--- src/svm_pkg.sv ---
// svm_pkg: shared types, opcode and status codes, and helpers for the stack VM.
// No dependencies; imported by svm_muldiv and stack_vm_execute.
package svm_pkg;

    localparam int unsigned MEM_WORDS  = 4096;
    localparam int unsigned MEM_AW     = $clog2(MEM_WORDS);
    localparam logic [63:0] MEM_BYTES  = 64'(MEM_WORDS) * 64'd8;
    localparam int unsigned TEXT_WORDS = 65536;
    localparam int unsigned PC_W       = $clog2(TEXT_WORDS);

    localparam logic [5:0] OP_LEA  = 6'd0;
    localparam logic [5:0] OP_IMM  = 6'd1;
    localparam logic [5:0] OP_JMP  = 6'd2;
    localparam logic [5:0] OP_CALL = 6'd3;
    localparam logic [5:0] OP_JZ   = 6'd4;
    localparam logic [5:0] OP_JNZ  = 6'd5;
    localparam logic [5:0] OP_ENT  = 6'd6;
    localparam logic [5:0] OP_ADJ  = 6'd7;
    localparam logic [5:0] OP_LEV  = 6'd8;
    localparam logic [5:0] OP_LI   = 6'd9;
    localparam logic [5:0] OP_LC   = 6'd10;
    localparam logic [5:0] OP_SI   = 6'd11;
    localparam logic [5:0] OP_SC   = 6'd12;
    localparam logic [5:0] OP_PUSH = 6'd13;
    localparam logic [5:0] OP_OR   = 6'd14;
    localparam logic [5:0] OP_XOR  = 6'd15;
    localparam logic [5:0] OP_AND  = 6'd16;
    localparam logic [5:0] OP_EQ   = 6'd17;
    localparam logic [5:0] OP_NE   = 6'd18;
    localparam logic [5:0] OP_LT   = 6'd19;
    localparam logic [5:0] OP_GT   = 6'd20;
    localparam logic [5:0] OP_LE   = 6'd21;
    localparam logic [5:0] OP_GE   = 6'd22;
    localparam logic [5:0] OP_SHL  = 6'd23;
    localparam logic [5:0] OP_SHR  = 6'd24;
    localparam logic [5:0] OP_ADD  = 6'd25;
    localparam logic [5:0] OP_SUB  = 6'd26;
    localparam logic [5:0] OP_MUL  = 6'd27;
    localparam logic [5:0] OP_DIV  = 6'd28;
    localparam logic [5:0] OP_MOD  = 6'd29;
    localparam logic [5:0] OP_EXIT = 6'd37;

    localparam logic [2:0] ST_RUN   = 3'd0;
    localparam logic [2:0] ST_EXIT  = 3'd1;
    localparam logic [2:0] ST_UNSUP = 3'd2;
    localparam logic [2:0] ST_DIVZ  = 3'd3;
    localparam logic [2:0] ST_FAULT = 3'd4;

    typedef struct packed {
        logic [5:0]         opcode;
        logic signed [63:0] operand;
    } in_t;

    typedef struct packed {
        logic [PC_W-1:0]    next_pc;
        logic signed [63:0] acc_value;
        logic signed [63:0] exit_value;
        logic [2:0]         run_status;
    } out_t;

    typedef enum logic [1:0] {MD_MUL, MD_DIV, MD_MOD} md_kind_t;

    typedef struct packed {
        logic       start;
        md_kind_t   kind;
        logic [63:0] a;
        logic [63:0] b;
    } md_req_t;

    typedef struct packed {
        logic        done;
        logic [63:0] result;
    } md_rsp_t;

    function automatic logic word_ok(input logic [63:0] a);
        return (a[2:0] == 3'd0) && (a < MEM_BYTES);
    endfunction

    function automatic logic [63:0] sext8(input logic [7:0] b);
        return {{56{b[7]}}, b};
    endfunction

    function automatic logic [63:0] mag(input logic [63:0] a);
        return a[63] ? (64'd0 - a) : a;
    endfunction

    // combinational ALU ops: logic, compares, shifts, add, sub
    function automatic logic [63:0] alu_simple(input logic [5:0] op,
                                               input logic [63:0] a,
                                               input logic [63:0] b);
        logic big;
        logic [63:0] r;
        big = (b[63:6] != 58'd0);
        unique case (op)
            OP_OR:   r = a | b;
            OP_XOR:  r = a ^ b;
            OP_AND:  r = a & b;
            OP_EQ:   r = {63'd0, a == b};
            OP_NE:   r = {63'd0, a != b};
            OP_LT:   r = {63'd0, $signed(a) < $signed(b)};
            OP_GT:   r = {63'd0, $signed(b) < $signed(a)};
            OP_LE:   r = {63'd0, !($signed(b) < $signed(a))};
            OP_GE:   r = {63'd0, !($signed(a) < $signed(b))};
            OP_SHL:  r = big ? 64'd0 : (a << b[5:0]);
            OP_SHR:  r = big ? {64{a[63]}} : 64'($signed(a) >>> b[5:0]);
            OP_ADD:  r = a + b;
            OP_SUB:  r = a - b;
            default: r = 64'd0;
        endcase
        return r;
    endfunction

endpackage

--- src/svm_muldiv.sv ---
// svm_muldiv: iterative 64-bit multiply / unsigned divide, one bit per cycle.
// Depends on svm_pkg. One shared 65-bit adder serves both operations.
module svm_muldiv (
    input  logic             clk,
    input  logic             rst_n,
    input  svm_pkg::md_req_t req,
    output svm_pkg::md_rsp_t rsp
);
    import svm_pkg::*;

    logic        busy_reg;
    logic [5:0]  cnt_reg;
    md_kind_t    kind_reg;
    logic [63:0] x_reg;    // multiplicand / dividend-quotient
    logic [63:0] y_reg;    // multiplier / divisor
    logic [63:0] acc_reg;  // product / remainder
    logic        done_reg;

    logic        is_div;
    logic [64:0] rem_sh;
    logic [64:0] op_a;
    logic [64:0] op_b;
    logic [65:0] sum;

    assign is_div = (kind_reg != MD_MUL);
    assign rem_sh = {acc_reg, x_reg[63]};
    assign op_a   = is_div ? rem_sh : {1'b0, acc_reg};
    assign op_b   = is_div ? ~{1'b0, y_reg} : {1'b0, x_reg};
    assign sum    = {1'b0, op_a} + {1'b0, op_b} + {65'd0, is_div};

    always_ff @(posedge clk or negedge rst_n)
    begin
        if (!rst_n)
        begin
            busy_reg <= 1'b0;
            done_reg <= 1'b0;
            cnt_reg  <= 6'd0;
        end
        else
        begin
            done_reg <= 1'b0;
            if (req.start)
            begin
                busy_reg <= 1'b1;
                cnt_reg  <= 6'd63;
                kind_reg <= req.kind;
                x_reg    <= req.a;
                y_reg    <= req.b;
                acc_reg  <= 64'd0;
            end
            else if (busy_reg)
            begin
                if (is_div)
                begin
                    // carry out set: shifted remainder >= divisor
                    if (sum[65])
                    begin
                        acc_reg <= sum[63:0];
                        x_reg   <= {x_reg[62:0], 1'b1};
                    end
                    else
                    begin
                        acc_reg <= rem_sh[63:0];
                        x_reg   <= {x_reg[62:0], 1'b0};
                    end
                end
                else
                begin
                    if (y_reg[0])
                        acc_reg <= sum[63:0];
                    x_reg <= {x_reg[62:0], 1'b0};
                    y_reg <= {1'b0, y_reg[63:1]};
                end
                cnt_reg <= cnt_reg - 6'd1;
                if (cnt_reg == 6'd0)
                begin
                    busy_reg <= 1'b0;
                    done_reg <= 1'b1;
                end
            end
        end
    end

    assign rsp.done   = done_reg;
    assign rsp.result = (kind_reg == MD_DIV) ? x_reg : acc_reg;

endmodule

--- config.mk ---
export PLATFORM = sky130hd
export DESIGN_NAME = svm_muldiv
export DESIGN_NICKNAME = d
export VERILOG_FILES = /design/src/svm_pkg.sv /design/src/svm_muldiv.sv
export SDC_FILE = /design/constraint.sdc
export NUM_CORES = 1
export LEC_CHECK = 0
export BUFFER_PORTS_ARGS = -buffer_cell sky130_fd_sc_hd__clkbuf_2
export CORE_MARGIN = 3
export CORE_UTILIZATION = 45
export DETAILED_ROUTE_END_ITERATION = 16
export PLACE_DENSITY_LB_ADDON = 0.3
export SETUP_SLACK_MARGIN = 0.1
export SYNTH_ARGS = -nofsm -noshare
export SYNTH_HDL_FRONTEND = slang
export SYNTH_SLANG_ARGS = --single-unit
--- constraint.sdc ---
create_clock -name clk -period 12.35 [get_ports clk]
set_input_delay 1.235 -clock clk [delete_from_list [all_inputs] [get_ports clk]]
set_output_delay 1.235 -clock clk [all_outputs]
set_load 0.02 [all_outputs]
# Yosys cells after proc, flatten, opt, wreduce, memory -nomap -nowiden
# Index checks and enable logic that the tools add are counted.
# totals
regBits	202
in_bits	133
# op_classes
addsub	3
eq_ne	2
n_mux	22
bitwise	1
reduce_logical	6
# ops
operator	count
two-way mux 64 bit	10
two-way mux 65 bit	2
adder 65 x 65 -> 66 bit	1
adder 66 x 1 -> 66 bit	1
NOT 64 -> 65 bit	1
two-way mux 6 bit	2
two-way mux 1 bit	8
logical NOT 6 bit	1
subtractor 6 x 1 -> 6 bit (second input constant)	1
AND reduction 2 bit	2
nonzero test 2 bit	2
AND reduction 3 bit	1
equality test 2 x 1 -> 1 bit (second input constant)	1
!= test 2 bit (second input constant)	1

# Depth between registers and ports, before layout
# Gate-level depths: netlist of the first run.
# depth
depth_word	8
mapped_depth	22

# Worst setup path before layout of the first run
# OpenSTA, ideal clock, no wires.
# synth_path
path_kind	input-to-reg
from	input port req[130] (netlist bit)
to	register y_reg[0], enable pin
setup_ns	0.427
t_arrival_ns	4.734
required_ns	11.923
path_slack_ns	7.189
path_stages	4
path_buffers	1
cell_sequence	clkbuf_1 -> or2_2 -> and2_1 -> o21a_1
# synth_between
elab_chain_cells	2
word_cells_on_any_way	3
cone_classes	1 x eq/ne; 2 x reduce/logical
# synth_lines
item	line_no	text
start: declaration	svm_muldiv.sv:6	input svm_pkg::md_req_t req,
!= test 2 bit (no source line) / nonzero test 2 bit (equally long branches)	-	
AND reduction 3 bit (no source line) (*)	-	
end signal: assignment	svm_muldiv.sv:48	y_reg <= req.b;
end signal: assignment	svm_muldiv.sv:72	y_reg <= {1'b0, y_reg[63:1]};
end: declaration	svm_muldiv.sv:15	logic [63:0] y_reg;
# Every way passes the cells marked *; elsewhere a longest branch is shown, timed or not.
# A chain may end at the register's enable or synchronous reset.

# Final worst setup path of the first run
# layout_path
from	register kind_reg[0]
to	register acc_reg[32], data pin
# layout_between
elab_chain_cells	7
word_cells_on_any_way	9
cone_classes	2 x add/sub; 6 x mux; 1 x reduce/logical
# layout_lines
item	line_no	text
start: declaration	svm_muldiv.sv:13	md_kind_t kind_reg;
start signal: assignment	svm_muldiv.sv:46	kind_reg <= req.kind;
nonzero test 2 bit (*)	svm_muldiv.sv:25	assign is_div = (kind_reg != MD_MUL);
two-way mux 65 bit (on tied branches)	svm_muldiv.sv:27, svm_muldiv.sv:28	
adder 65 x 65 -> 66 bit	svm_muldiv.sv:29	assign sum = {1'b0, op_a} + {1'b0, op_b} + {65'd0, is_div};
adder 66 x 1 -> 66 bit	svm_muldiv.sv:29	
two-way mux 64 bit (on tied branches)	svm_muldiv.sv:69, svm_muldiv.sv:56	
two-way mux 64 bit (*)	svm_muldiv.sv:53	if (is_div)
two-way mux 64 bit (*)	svm_muldiv.sv:51	else if (busy_reg)
end signal: assignment	svm_muldiv.sv:58	acc_reg <= sum[63:0];
end signal: assignment	svm_muldiv.sv:63	acc_reg <= rem_sh[63:0];
end signal: assignment	svm_muldiv.sv:70	acc_reg <= sum[63:0];
end: declaration	svm_muldiv.sv:16	logic [63:0] acc_reg;
# Marks and branches as above.

==> flow_summary.toml, run 1 <==
[timing]
skew_ps = 23.5
setup-tns-final_ps = 0
min_period_ps = 5850
maxClockFrequency_mhz = 171
worst_slew_margin_rel_pct = 28.9
fin_worst_hold_slack_ps = 524
report.final.setup_viol = 0
final_min_period_over_clock_period_pct = 47.3
hold_viol = 0
worst_slew_pin_slew_ps = 1070
rsz0062_at_grt = "false"
number_of_max_slew_violations_in_the_final_report = 0

[synth]
synth_seq_area_share_pct = 38.6
synth_nets = 1899
syn_area_mm2 = 0.0156
postSynthCellCount = 1699
synth-warning-count = 0
mean_area_per_synthesized_cell_um2 = 9.19
synth_edf_count = 194
synthDistinctLibCells = 79
postSynthRegisterBits = 202
asyncSetResetFlopFracSynth_pct = 3.96
dominantRegCellSynth = "sky130_fd_sc_hd__edfxtp_1"

[clock_tree]
cts_made_buffers = 26
clock-sinks = 202
postCtsSetupRepairBufs = 0
post_cts_hold_fix_bufs = 0
clockBufferDepth = 3
cts_resized = 0
cts_root_buffer = "sky130_fd_sc_hd__clkbuf_16"
worst_setup_hold_path_clk_slew_ps = 60
worstSkewPairLatency_ps = 560
clock_tree_from_tritoncts = "built"
cts_max_level = 1

[grt]
antenna_found_initial = 0
grt_start_max_net_pins = 234
first_global_vias = 13200
grt_overflow = 0
grt_usage_pct = 23.5
first_pass_grt_wire_length_mm = 70.6

[die]
floorplan.initialDensity_pct = 46.1
design.portCount = 198
die_height_um = 192
dieArea_mm2 = 0.0370
floorplan.die.width_um = 192
core_region_area_mm2 = 0.0339
row_count = 67

[run_status]
status = "completed"

[drt]
post_detailed_route_count_of_antenna_violating_nets = 0
drt_drc_violations_left = 0
route.detailed.wl_per_inst_um = 19.3
detail_route.iter0.violations = 1211
detailroute.via_count = 13500
drt_wl_total_mm = 44.1
firstDrtPassIters = 5
via_density = 5.90

[layout]
num-nets-final = 2023
most-common-layout-cells = "sky130_fd_sc_hd__nand2_1 (301), sky130_fd_sc_hd__clkbuf_2 (195), sky130_fd_sc_hd__edfxtp_1 (194)"
final_design_area_no_fill_mm2 = 0.0177
flow.area_growth_from_synthesis_pct = 13.5
layout.cells.most_common = "sky130_fd_sc_hd__nand2_1"
antennaDiodeCount = 0
post_route_cells_drive_above_1_share_pct = 25.3
finalCoreUtilization_pct = 52.3

[setup_path]
endpoint_arrival_time_on_the_critical_path_ps = 6150
max_stage_delay_ps = 630
end_kind = "flip-flop"
critical_path_class = "flip-flop to flip-flop"
critPathLaunchType = "flip-flop"
crit_chain = "or2_4 > inv_2 > buf_4 > nand2_1 > nand2_1 > ha_1 > a21oi_1 > o21ai_1 > a21o_1 > a21oi_1 > o211ai_1 > a221oi_2 > o2bb2ai_1 > or3_1 > buf_4 > o21ai_1 > a21oi_1 > a221o_1"
worstPathMaxFanout = 55
path_buf_inv = 3
crit_slowest_cell = "sky130_fd_sc_hd__o21ai_1"
critical_path.top_delay_family = "compound AO/OA/AOI/OAI gates"
worst-endpoint-required_ps = 12650
worst_path_most_repeated_cell = "sky130_fd_sc_hd__a21oi_1"

[placement]
gpl_wtd_cong = 0.934
total_of_buffers_placed_on_input_and_output_ports = 197
place_area_mm2 = 0.0169
half_perimeter_wire_length_of_the_detailed_placement_result_mm = 30.8

[power]
power.static_leakage_nw = 7.19
power_per_cell_area_mw_per_mm2 = 162
irDropWorstVdd_uv = 113
report.power.total_mw = 2.86

[hold_path]
min-delay-path-class = "flip-flop to flip-flop"

[job]
max-cap-violations = 0
[logic make-up after synthesis]
| logic type | Yosys count | synth area share, % |
|---|---|---|
| AND/OR/NAND/NOR | 581 | 15.9 |
| AO/OA/AOI/OAI | 436 | 17.9 |
| buffers and inverters | 137 | 3.38 |
| flip-flops | 202 | 38.6 |
| XOR/XNOR | 65 | 3.64 |
| adder cells (fa/ha/maj) | 67 | 5.46 |
| multiplexers | 211 | 15.1 |
[worst register-to-register path, stage by stage (launching register included)]
cell	delay, ps
sky130_fd_sc_hd__edfxtp_1	420
sky130_fd_sc_hd__or2_4	290
sky130_fd_sc_hd__inv_2	370
sky130_fd_sc_hd__buf_4	580
sky130_fd_sc_hd__nand2_1	170
sky130_fd_sc_hd__nand2_1	80
sky130_fd_sc_hd__ha_1	310
sky130_fd_sc_hd__a21oi_1	220
sky130_fd_sc_hd__o21ai_1	120
sky130_fd_sc_hd__a21o_1	190
sky130_fd_sc_hd__a21oi_1	220
sky130_fd_sc_hd__o211ai_1	130
sky130_fd_sc_hd__a221oi_2	370
sky130_fd_sc_hd__o2bb2ai_1	220
sky130_fd_sc_hd__or3_1	570
sky130_fd_sc_hd__buf_4	290
sky130_fd_sc_hd__o21ai_1	640
sky130_fd_sc_hd__a21oi_1	120
sky130_fd_sc_hd__a221o_1	300
[cell type report]
class | count | area [um2]
tap | 448 | 561
multi-input combinational | 1360 | 9080
clock inverter | 15 | 173
clock buffer | 31 | 691
timing repair buffer | 211 | 1110
sequential | 202 | 6030
inverter | 22 | 82.6
fill | 3198 | 16100
[final timing paths]
path,start,endpoint,slack [ps],depth (start not counted)
max,kind_reg[0],acc_reg[32],6500,18
min,cnt_reg[5],cnt_reg[5],520,2
max reg2reg,kind_reg[0],acc_reg[32],6500,18
min reg2reg,cnt_reg[5],cnt_reg[5],520,2
max in group asynchronous,rst_n,busy_reg,10650,2
min in group asynchronous,rst_n,cnt_reg[1],1080,2
[synthesized netlist by cell type (5+ instances only)]
master | number | area, um2
sky130_fd_sc_hd__o21bai_1 | 15 | 113
sky130_fd_sc_hd__nand4_1 | 21 | 131
sky130_fd_sc_hd__o21ai_1 | 21 | 105
sky130_fd_sc_hd__buf_1 | 8 | 30.0
sky130_fd_sc_hd__mux2_2 | 191 | 2150
sky130_fd_sc_hd__dfrtp_1 | 8 | 200
sky130_fd_sc_hd__a2111oi_0 | 5 | 43.8
sky130_fd_sc_hd__xor2_1 | 24 | 210
sky130_fd_sc_hd__ha_1 | 65 | 813
sky130_fd_sc_hd__buf_2 | 8 | 40.0
sky130_fd_sc_hd__and2_1 | 11 | 68.8
sky130_fd_sc_hd__o32ai_1 | 5 | 43.8
sky130_fd_sc_hd__o21ai_0 | 62 | 310
sky130_fd_sc_hd__o211ai_1 | 13 | 97.6
sky130_fd_sc_hd__inv_1 | 21 | 78.8
sky130_fd_sc_hd__nand2_1 | 301 | 1130
sky130_fd_sc_hd__a21boi_0 | 5 | 37.5
sky130_fd_sc_hd__nand2b_1 | 13 | 81.3
sky130_fd_sc_hd__mux2i_1 | 17 | 170
sky130_fd_sc_hd__edfxtp_1 | 194 | 5830
sky130_fd_sc_hd__clkbuf_1 | 98 | 368
sky130_fd_sc_hd__nand3_1 | 18 | 90.1
sky130_fd_sc_hd__a311oi_1 | 12 | 105
sky130_fd_sc_hd__a21o_1 | 23 | 173
sky130_fd_sc_hd__o21a_1 | 11 | 82.6
sky130_fd_sc_hd__and3_1 | 5 | 31.3
sky130_fd_sc_hd__o221ai_1 | 10 | 87.6
sky130_fd_sc_hd__nor2b_1 | 8 | 50.1
sky130_fd_sc_hd__a31oi_1 | 13 | 81.3
sky130_fd_sc_hd__or3_1 | 5 | 31.3
sky130_fd_sc_hd__a21oi_1 | 159 | 796
sky130_fd_sc_hd__a22o_1 | 12 | 105
sky130_fd_sc_hd__a32oi_1 | 9 | 78.8
sky130_fd_sc_hd__xnor2_1 | 41 | 359
sky130_fd_sc_hd__a22oi_1 | 5 | 37.5
sky130_fd_sc_hd__nor2_1 | 158 | 593
sky130_fd_sc_hd__nor3_1 | 16 | 80.1
sky130_fd_sc_hd__a211oi_1 | 21 | 158
[power breakdown]
part	switching, mW	internal [mW]	leakage, nW
Clock	0.308	0.479	0.424
Sequential	0.0894	0.852	1.98
Combinational	0.679	0.457	4.78
Total	1.08	1.79	7.19
[layer usage]
| metal | track usage, % | share of wire (%) | wire length (um) |
|---|---|---|---|
| met5 | 0 | 0 | 0 |
| met3 | 3.78 | 7.1 | 3120 |
| met2 | 37.7 | 46 | 20200 |
| met1 | 32.4 | 44 | 19200 |
| met4 | 8.07 | 3.4 | 1520 |
[metrics by stage]
step	instances	worst slack (ps)
after floorplan	1699	7190
after global placement	2243	6860
after detailed placement	2243	6760
after CTS	2289	6730
after global routing	2289	6260
final	2289	6500
No activity file was read; power rests on OpenSTA's default activity.
==> inputs of run 2 (changes only) <==
ABC_AREA = 1   (was not set)
clock period = 5.78 ns   (was 12.35 ns; I/O delays follow)
==> run 2 against run 1 <==
Compared with the run above:
- first-iteration DRC count rose by 59%
- clock power up 91%
- maximum frequency rose by 36%
- critical path depth fell by 2
==> flow_summary.toml, run 2 <==
[synth]
synth_nets = 3339
yosys.area.top_type_share_pct = 30.5
dominantRegCellSynth = "sky130_fd_sc_hd__edfxtp_1"
synth_top_family_by_area = "simple AND/OR/NAND/NOR gates"
share_of_the_synthesized_area_in_compound_gates_ao_oa_aoi_oai_pct = 14.3
syn_area_mm2 = 0.0191
synth_seq_area_share_pct = 31.6
synth_xor_area_share_pct = 1.19
synthSimpleGateAreaFrac_pct = 35.4
synth_most_common_cell = "sky130_fd_sc_hd__nand2_1"
mean_area_per_synthesized_cell_um2 = 6.08
synthDistinctLibCells = 41
asyncSetResetFlopFracSynth_pct = 3.96
postSynthCellCount = 3139
synth-warning-count = 0
synth_edf_count = 194
yosys-mux-area-fraction_pct = 0
yosys.area_share.adder_pct = 4.47
postSynthRegisterBits = 202
post-synth-top-area-cell = "sky130_fd_sc_hd__edfxtp_1"
synth_top_cells_by_count = "sky130_fd_sc_hd__nand2_1 (1267), sky130_fd_sc_hd__inv_1 (496), sky130_fd_sc_hd__o21ai_0 (327)"
post_synth_main_area_contributors = "sky130_fd_sc_hd__edfxtp_1 (31%), sky130_fd_sc_hd__nand2_1 (25%), sky130_fd_sc_hd__inv_1 (9.8%)"

[placement]
place_area_mm2 = 0.0204
total_of_buffers_placed_on_input_and_output_ports = 197
post-place-cells = 3756
place_ws_ps = 1610
gpl_wtd_cong = 1.02
half_perimeter_wire_length_of_the_detailed_placement_result_mm = 46.7

[clock_tree]
worst_setup_hold_path_clk_slew_ps = 60
clockBufferDepth = 3
cts_resized = 0
clock_tree_from_tritoncts = "built"
cts_max_level = 1
clock-sinks = 202
post_cts_hold_fix_bufs = 0
postCtsSetupRepairBufs = 0
worstSkewPairLatency_ps = 550
cts_made_buffers = 24
cts_root_buffer = "sky130_fd_sc_hd__clkbuf_16"

[layout]
final_design_area_no_fill_mm2 = 0.0212
flow.area_growth_from_synthesis_pct = 10.8
layout.cells.most_common = "sky130_fd_sc_hd__nand2_1"
finalNonFillerCells = 3800
most-common-layout-cells = "sky130_fd_sc_hd__nand2_1 (1266), sky130_fd_sc_hd__inv_1 (495), sky130_fd_sc_hd__o21ai_0 (327)"
nFillCells = 4381
post_route_cells_drive_above_1_share_pct = 9.77
num-nets-final = 3450
finalCoreUtilization_pct = 51.1

[timing]
number_of_max_slew_violations_in_the_final_report = 0
setup-tns-final_ps = 0
fin_worst_hold_slack_ps = 241
worst_slew_margin_rel_pct = 29.3
rsz0062_at_grt = "false"
hold_viol = 0
maxClockFrequency_mhz = 232
final_min_period_over_clock_period_pct = 74.4
report.final.setup_viol = 0
postLayoutSetupSlackWorst_ps = 1480
skew_ps = 22.5
min_period_ps = 4300
worst_slew_pin_slew_ps = 1060

[grt]
first_pass_grt_wire_length_mm = 97.4
grt_overflow = 0
antenna_found_initial = 2
grt_usage_pct = 27.0
first_global_vias = 18100
grt_start_max_net_pins = 113

[drt]
drt_wl_total_mm = 61.5
route.detailed.wl_per_inst_um = 16.2
detail_route.iter0.violations = 1924
via_density = 5.16
firstDrtPassIters = 6
drt_drc_violations_left = 0
detailroute.via_count = 19600
post_detailed_route_count_of_antenna_violating_nets = 0

[setup_path]
worstPathMaxFanout = 112
max_stage_delay_ps = 500
end_kind = "flip-flop"
worst_path_most_repeated_cell = "sky130_fd_sc_hd__nand2_1"
crit_slowest_cell = "sky130_fd_sc_hd__ha_1"
critical_path.top_delay_family = "simple AND/OR/NAND/NOR gates"
critPathLaunchType = "flip-flop"
worst-endpoint-required_ps = 6060
endpoint_arrival_time_on_the_critical_path_ps = 4590
path_buf_inv = 3
crit_chain = "nor2_4 > buf_12 > o21ai_0 > ha_1 > nand2_1 > nor2_2 > nand2_1 > clkinv_1 > nand2_2 > nor3_4 > nand2_4 > nand2_2 > buf_4 > nand2_1 > nand3_1 > a21oi_1"
critical_path_class = "flip-flop to flip-flop"

[die]
core_region_area_mm2 = 0.0414
floorplan.die.width_um = 212
design.portCount = 198
row_count = 74
die_height_um = 212
dieArea_mm2 = 0.0449
floorplan.initialDensity_pct = 46.1

[power]
pwr-share-seq_pct = 32.0
power.share.clock_pct = 25.5
irDropWorstVdd_uv = 196
power.switching_fraction_pct = 41.4
power_switching_mw = 2.44
power.static_leakage_nw = 11.1
cellInternalPower_mw = 3.45
power.share.combinational_pct = 42.5
power_per_cell_area_mw_per_mm2 = 278
report.power.total_mw = 5.88

[run_status]
status = "completed"

[job]
max-cap-violations = 0

[hold_path]
min-delay-path-class = "primary input to flip-flop"
[run 2: layer usage]
layer	routed length, um	GRT usage, %
met5	0	0
met4	1160	5.20
met3	4550	3.54
met1	29400	41.0
met2	26400	41.5
[run 2: final timing paths]
| check | from | to | slack (ps) | cells after the start |
|---|---|---|---|---|
| worst min-delay path | req[129] | kind_reg[1] | 240 | 1 |
| worst max register to register | kind_reg[0] | acc_reg[10] | 1480 | 16 |
| min in group asynchronous | rst_n | done_reg | 730 | 3 |
| worst max-delay path | kind_reg[0] | acc_reg[10] | 1480 | 16 |
| worst min register to register | cnt_reg[5] | cnt_reg[5] | 510 | 2 |
| max in group asynchronous | rst_n | busy_reg | 4590 | 3 |
[run 2: power groups by stage]
stage | combinational (mW) | sequential, mW | clock [mW]
after floorplan | 1.82 | 1.87 | 0
after global routing | 2.83 | 1.90 | 1.58
final | 2.50 | 1.88 | 1.50
after CTS | 2.47 | 1.88 | 1.53
after detailed placement | 2.46 | 1.91 | 0
after global placement | 2.46 | 1.91 | 0
[run 2: layout make-up]
type / count / area (um2) / area share [%]
sequential: 202 / 6030 / 28.5
timing repair buffer: 219 / 1180 / 5.59
multi-input combinational: 2297 / 10600 / 50.1
clock buffer: 28 / 637 / 3.01
tap: 532 / 666 / 3.15
clock inverter: 14 / 121 / 0.574
antenna: 2 / 5.00 / 0.0237
inverter: 506 / 1910 / 9.02
[run 2: logic make-up after synthesis]
logic type	after synthesis
AND/OR/NAND/NOR	1668
XOR/XNOR	26
adder cells (fa/ha/maj)	67
buffers and inverters	640
AO/OA/AOI/OAI	536
flip-flops	202
==> inputs of run 3 (changes only) <==
clock period = 3.85 ns   (was 5.78 ns; I/O delays follow)
==> run 3 against run 2 <==
Compared with the run above:
- clock skew shrank 1.9 ps
- maximum frequency grew 18%
- first-iteration DRC count grew 4.3%
- worst hold slack lost 170 ps
- register-to-register slack lost 1300 ps
- clock power grew 55%
- die area is the same
- final cell count grew 2.4%
- routed wire length grew 6.4%
- via count grew 3.3%
- critical endpoint is now acc_reg[34]
- largest cell class unchanged
==> flow_summary.toml, run 3 (synthesized netlist as in run 2, its figures left out) <==
[run_status]
status = "completed"

[layout]
post_route_cells_drive_above_1_share_pct = 12.9
most-common-layout-cells = "sky130_fd_sc_hd__nand2_1 (1262), sky130_fd_sc_hd__inv_1 (494), sky130_fd_sc_hd__o21ai_0 (325)"
layout.cells.most_common = "sky130_fd_sc_hd__nand2_1"
num-nets-final = 3539
flow.area_growth_from_synthesis_pct = 16.6
finalCoreUtilization_pct = 53.8
final_design_area_no_fill_mm2 = 0.0223

[drt]
post_detailed_route_count_of_antenna_violating_nets = 0
via_density = 5.21
detailroute.via_count = 20200
detail_route.iter0.violations = 2006
drt_wl_total_mm = 65.5
drt_drc_violations_left = 0
firstDrtPassIters = 6
route.detailed.wl_per_inst_um = 16.8

[setup_path]
critical_path.top_delay_family = "simple AND/OR/NAND/NOR gates"
worst_setup_path_startpoint = "kind_reg[1]"
crit_chain = "nor2_4 > buf_12 > buf_16 > o21ai_0 > ha_1 > nand2_1 > nor2_1 > nand3_1 > nand3_1 > nand2_1 > nand2_1 > nand2_1 > nand3_1 > nand3_1 > a21oi_1 > a21oi_2"
path_buf_inv = 2
max_stage_delay_ps = 430
worst-endpoint-required_ps = 4130
critPathLaunchType = "flip-flop"
worstPathMaxFanout = 33
rr_startpoint = "kind_reg[1]"
endpoint_arrival_time_on_the_critical_path_ps = 3930
end_kind = "flip-flop"
critical_path_class = "flip-flop to flip-flop"
crit_slowest_cell = "sky130_fd_sc_hd__edfxtp_1"

[die]
design.portCount = 198
floorplan.initialDensity_pct = 46.1
dieArea_mm2 = 0.0449
die_height_um = 212
row_count = 74
core_region_area_mm2 = 0.0414
floorplan.die.width_um = 212

[timing]
hold_viol = 0
worst_slew_pin_slew_ps = 862
number_of_max_slew_violations_in_the_final_report = 0
fin_worst_hold_slack_ps = 71.4
maxClockFrequency_mhz = 274
final_min_period_over_clock_period_pct = 94.7
min_period_ps = 3640
report.final.setup_viol = 0
worst_slew_margin_rel_pct = 42.5
rsz0062_at_grt = "false"
skew_ps = 20.6
setup-tns-final_ps = 0

[placement]
half_perimeter_wire_length_of_the_detailed_placement_result_mm = 48.5
place_area_mm2 = 0.0210
gpl_wtd_cong = 1.02
total_of_buffers_placed_on_input_and_output_ports = 197

[clock_tree]
cts_made_buffers = 24
clockBufferDepth = 3
cts_max_level = 1
clock-sinks = 202
post_cts_hold_fix_bufs = 0
clock_tree_from_tritoncts = "built"
worstSkewPairLatency_ps = 540
cts_root_buffer = "sky130_fd_sc_hd__clkbuf_16"
worst_setup_hold_path_clk_slew_ps = 60

[power]
power_per_cell_area_mw_per_mm2 = 421
report.power.total_mw = 9.36
power.static_leakage_nw = 11.7
irDropWorstVdd_uv = 291

[grt]
first_global_vias = 18700
grt_overflow = 0
first_pass_grt_wire_length_mm = 101
grt_usage_pct = 28.0
grt_start_max_net_pins = 127
antenna_found_initial = 2

[hold_path]
min-delay-path-class = "primary input to flip-flop"
hold_path_startpoint = "req[129]"

[job]
max-cap-violations = 0
==> run 3: final timing paths <==
check | endpoint | slack (ps) | cells after the start
setup / recovery | acc_reg[34] | 210 | 16
hold / removal | kind_reg[1] | 70 | 1
setup reg to reg | acc_reg[34] | 210 | 16
hold reg to reg | cnt_reg[5] | 510 | 2
max in group asynchronous | busy_reg | 2860 | 3
min in group asynchronous | busy_reg | 570 | 3
==> run 3: through the flow <==
stage | std cells | setup slack [ps]
floorplan | 3139 | 356
global placement | 3823 | 181
detailed placement | 3823 | 192
CTS | 3867 | 157
global route | 3889 | 90.9
finish | 3890 | 205
==> run 3: final cells by class <==
| class | instances | area (um2) |
|---|---|---|
| diodes | 1 | 2.50 |
| clock buffers | 30 | 644 |
| clock inverters | 14 | 145 |
| fillers | 4337 | 19100 |
| inverters | 506 | 1910 |
| multi-input cells | 2297 | 10700 |
| flip-flops and latches | 202 | 6030 |
| well taps | 532 | 666 |
| repair buffers | 308 | 2180 |
==> run 3: power breakdown <==
group	switching [mW]	leakage, nW	internal, mW
Combinational	2.73	9.33	1.47
Clock	0.949	0.383	1.38
Sequential	0.157	2.00	2.67
==> run 3: routing by layer <==
| metal | up-vias | wire, um | GRT usage [%] |
|---|---|---|---|
| met3 | 86 | 5790 | 4.25 |
| met5 | - | 13 | 0 |
| met1 | 9058 | 30200 | 41.7 |
| met2 | 821 | 28100 | 43.2 |
| met4 | 2 | 1380 | 6.10 |
| li1 | 10300 | - | - |
==> run 3: timing repair <==
action | CTS | global route
setup buffers | 0 | 14
resized for setup | 0 | 38
endpoints found under the setup margin | 0 | 64
endpoints found under the hold margin | 0 | 0
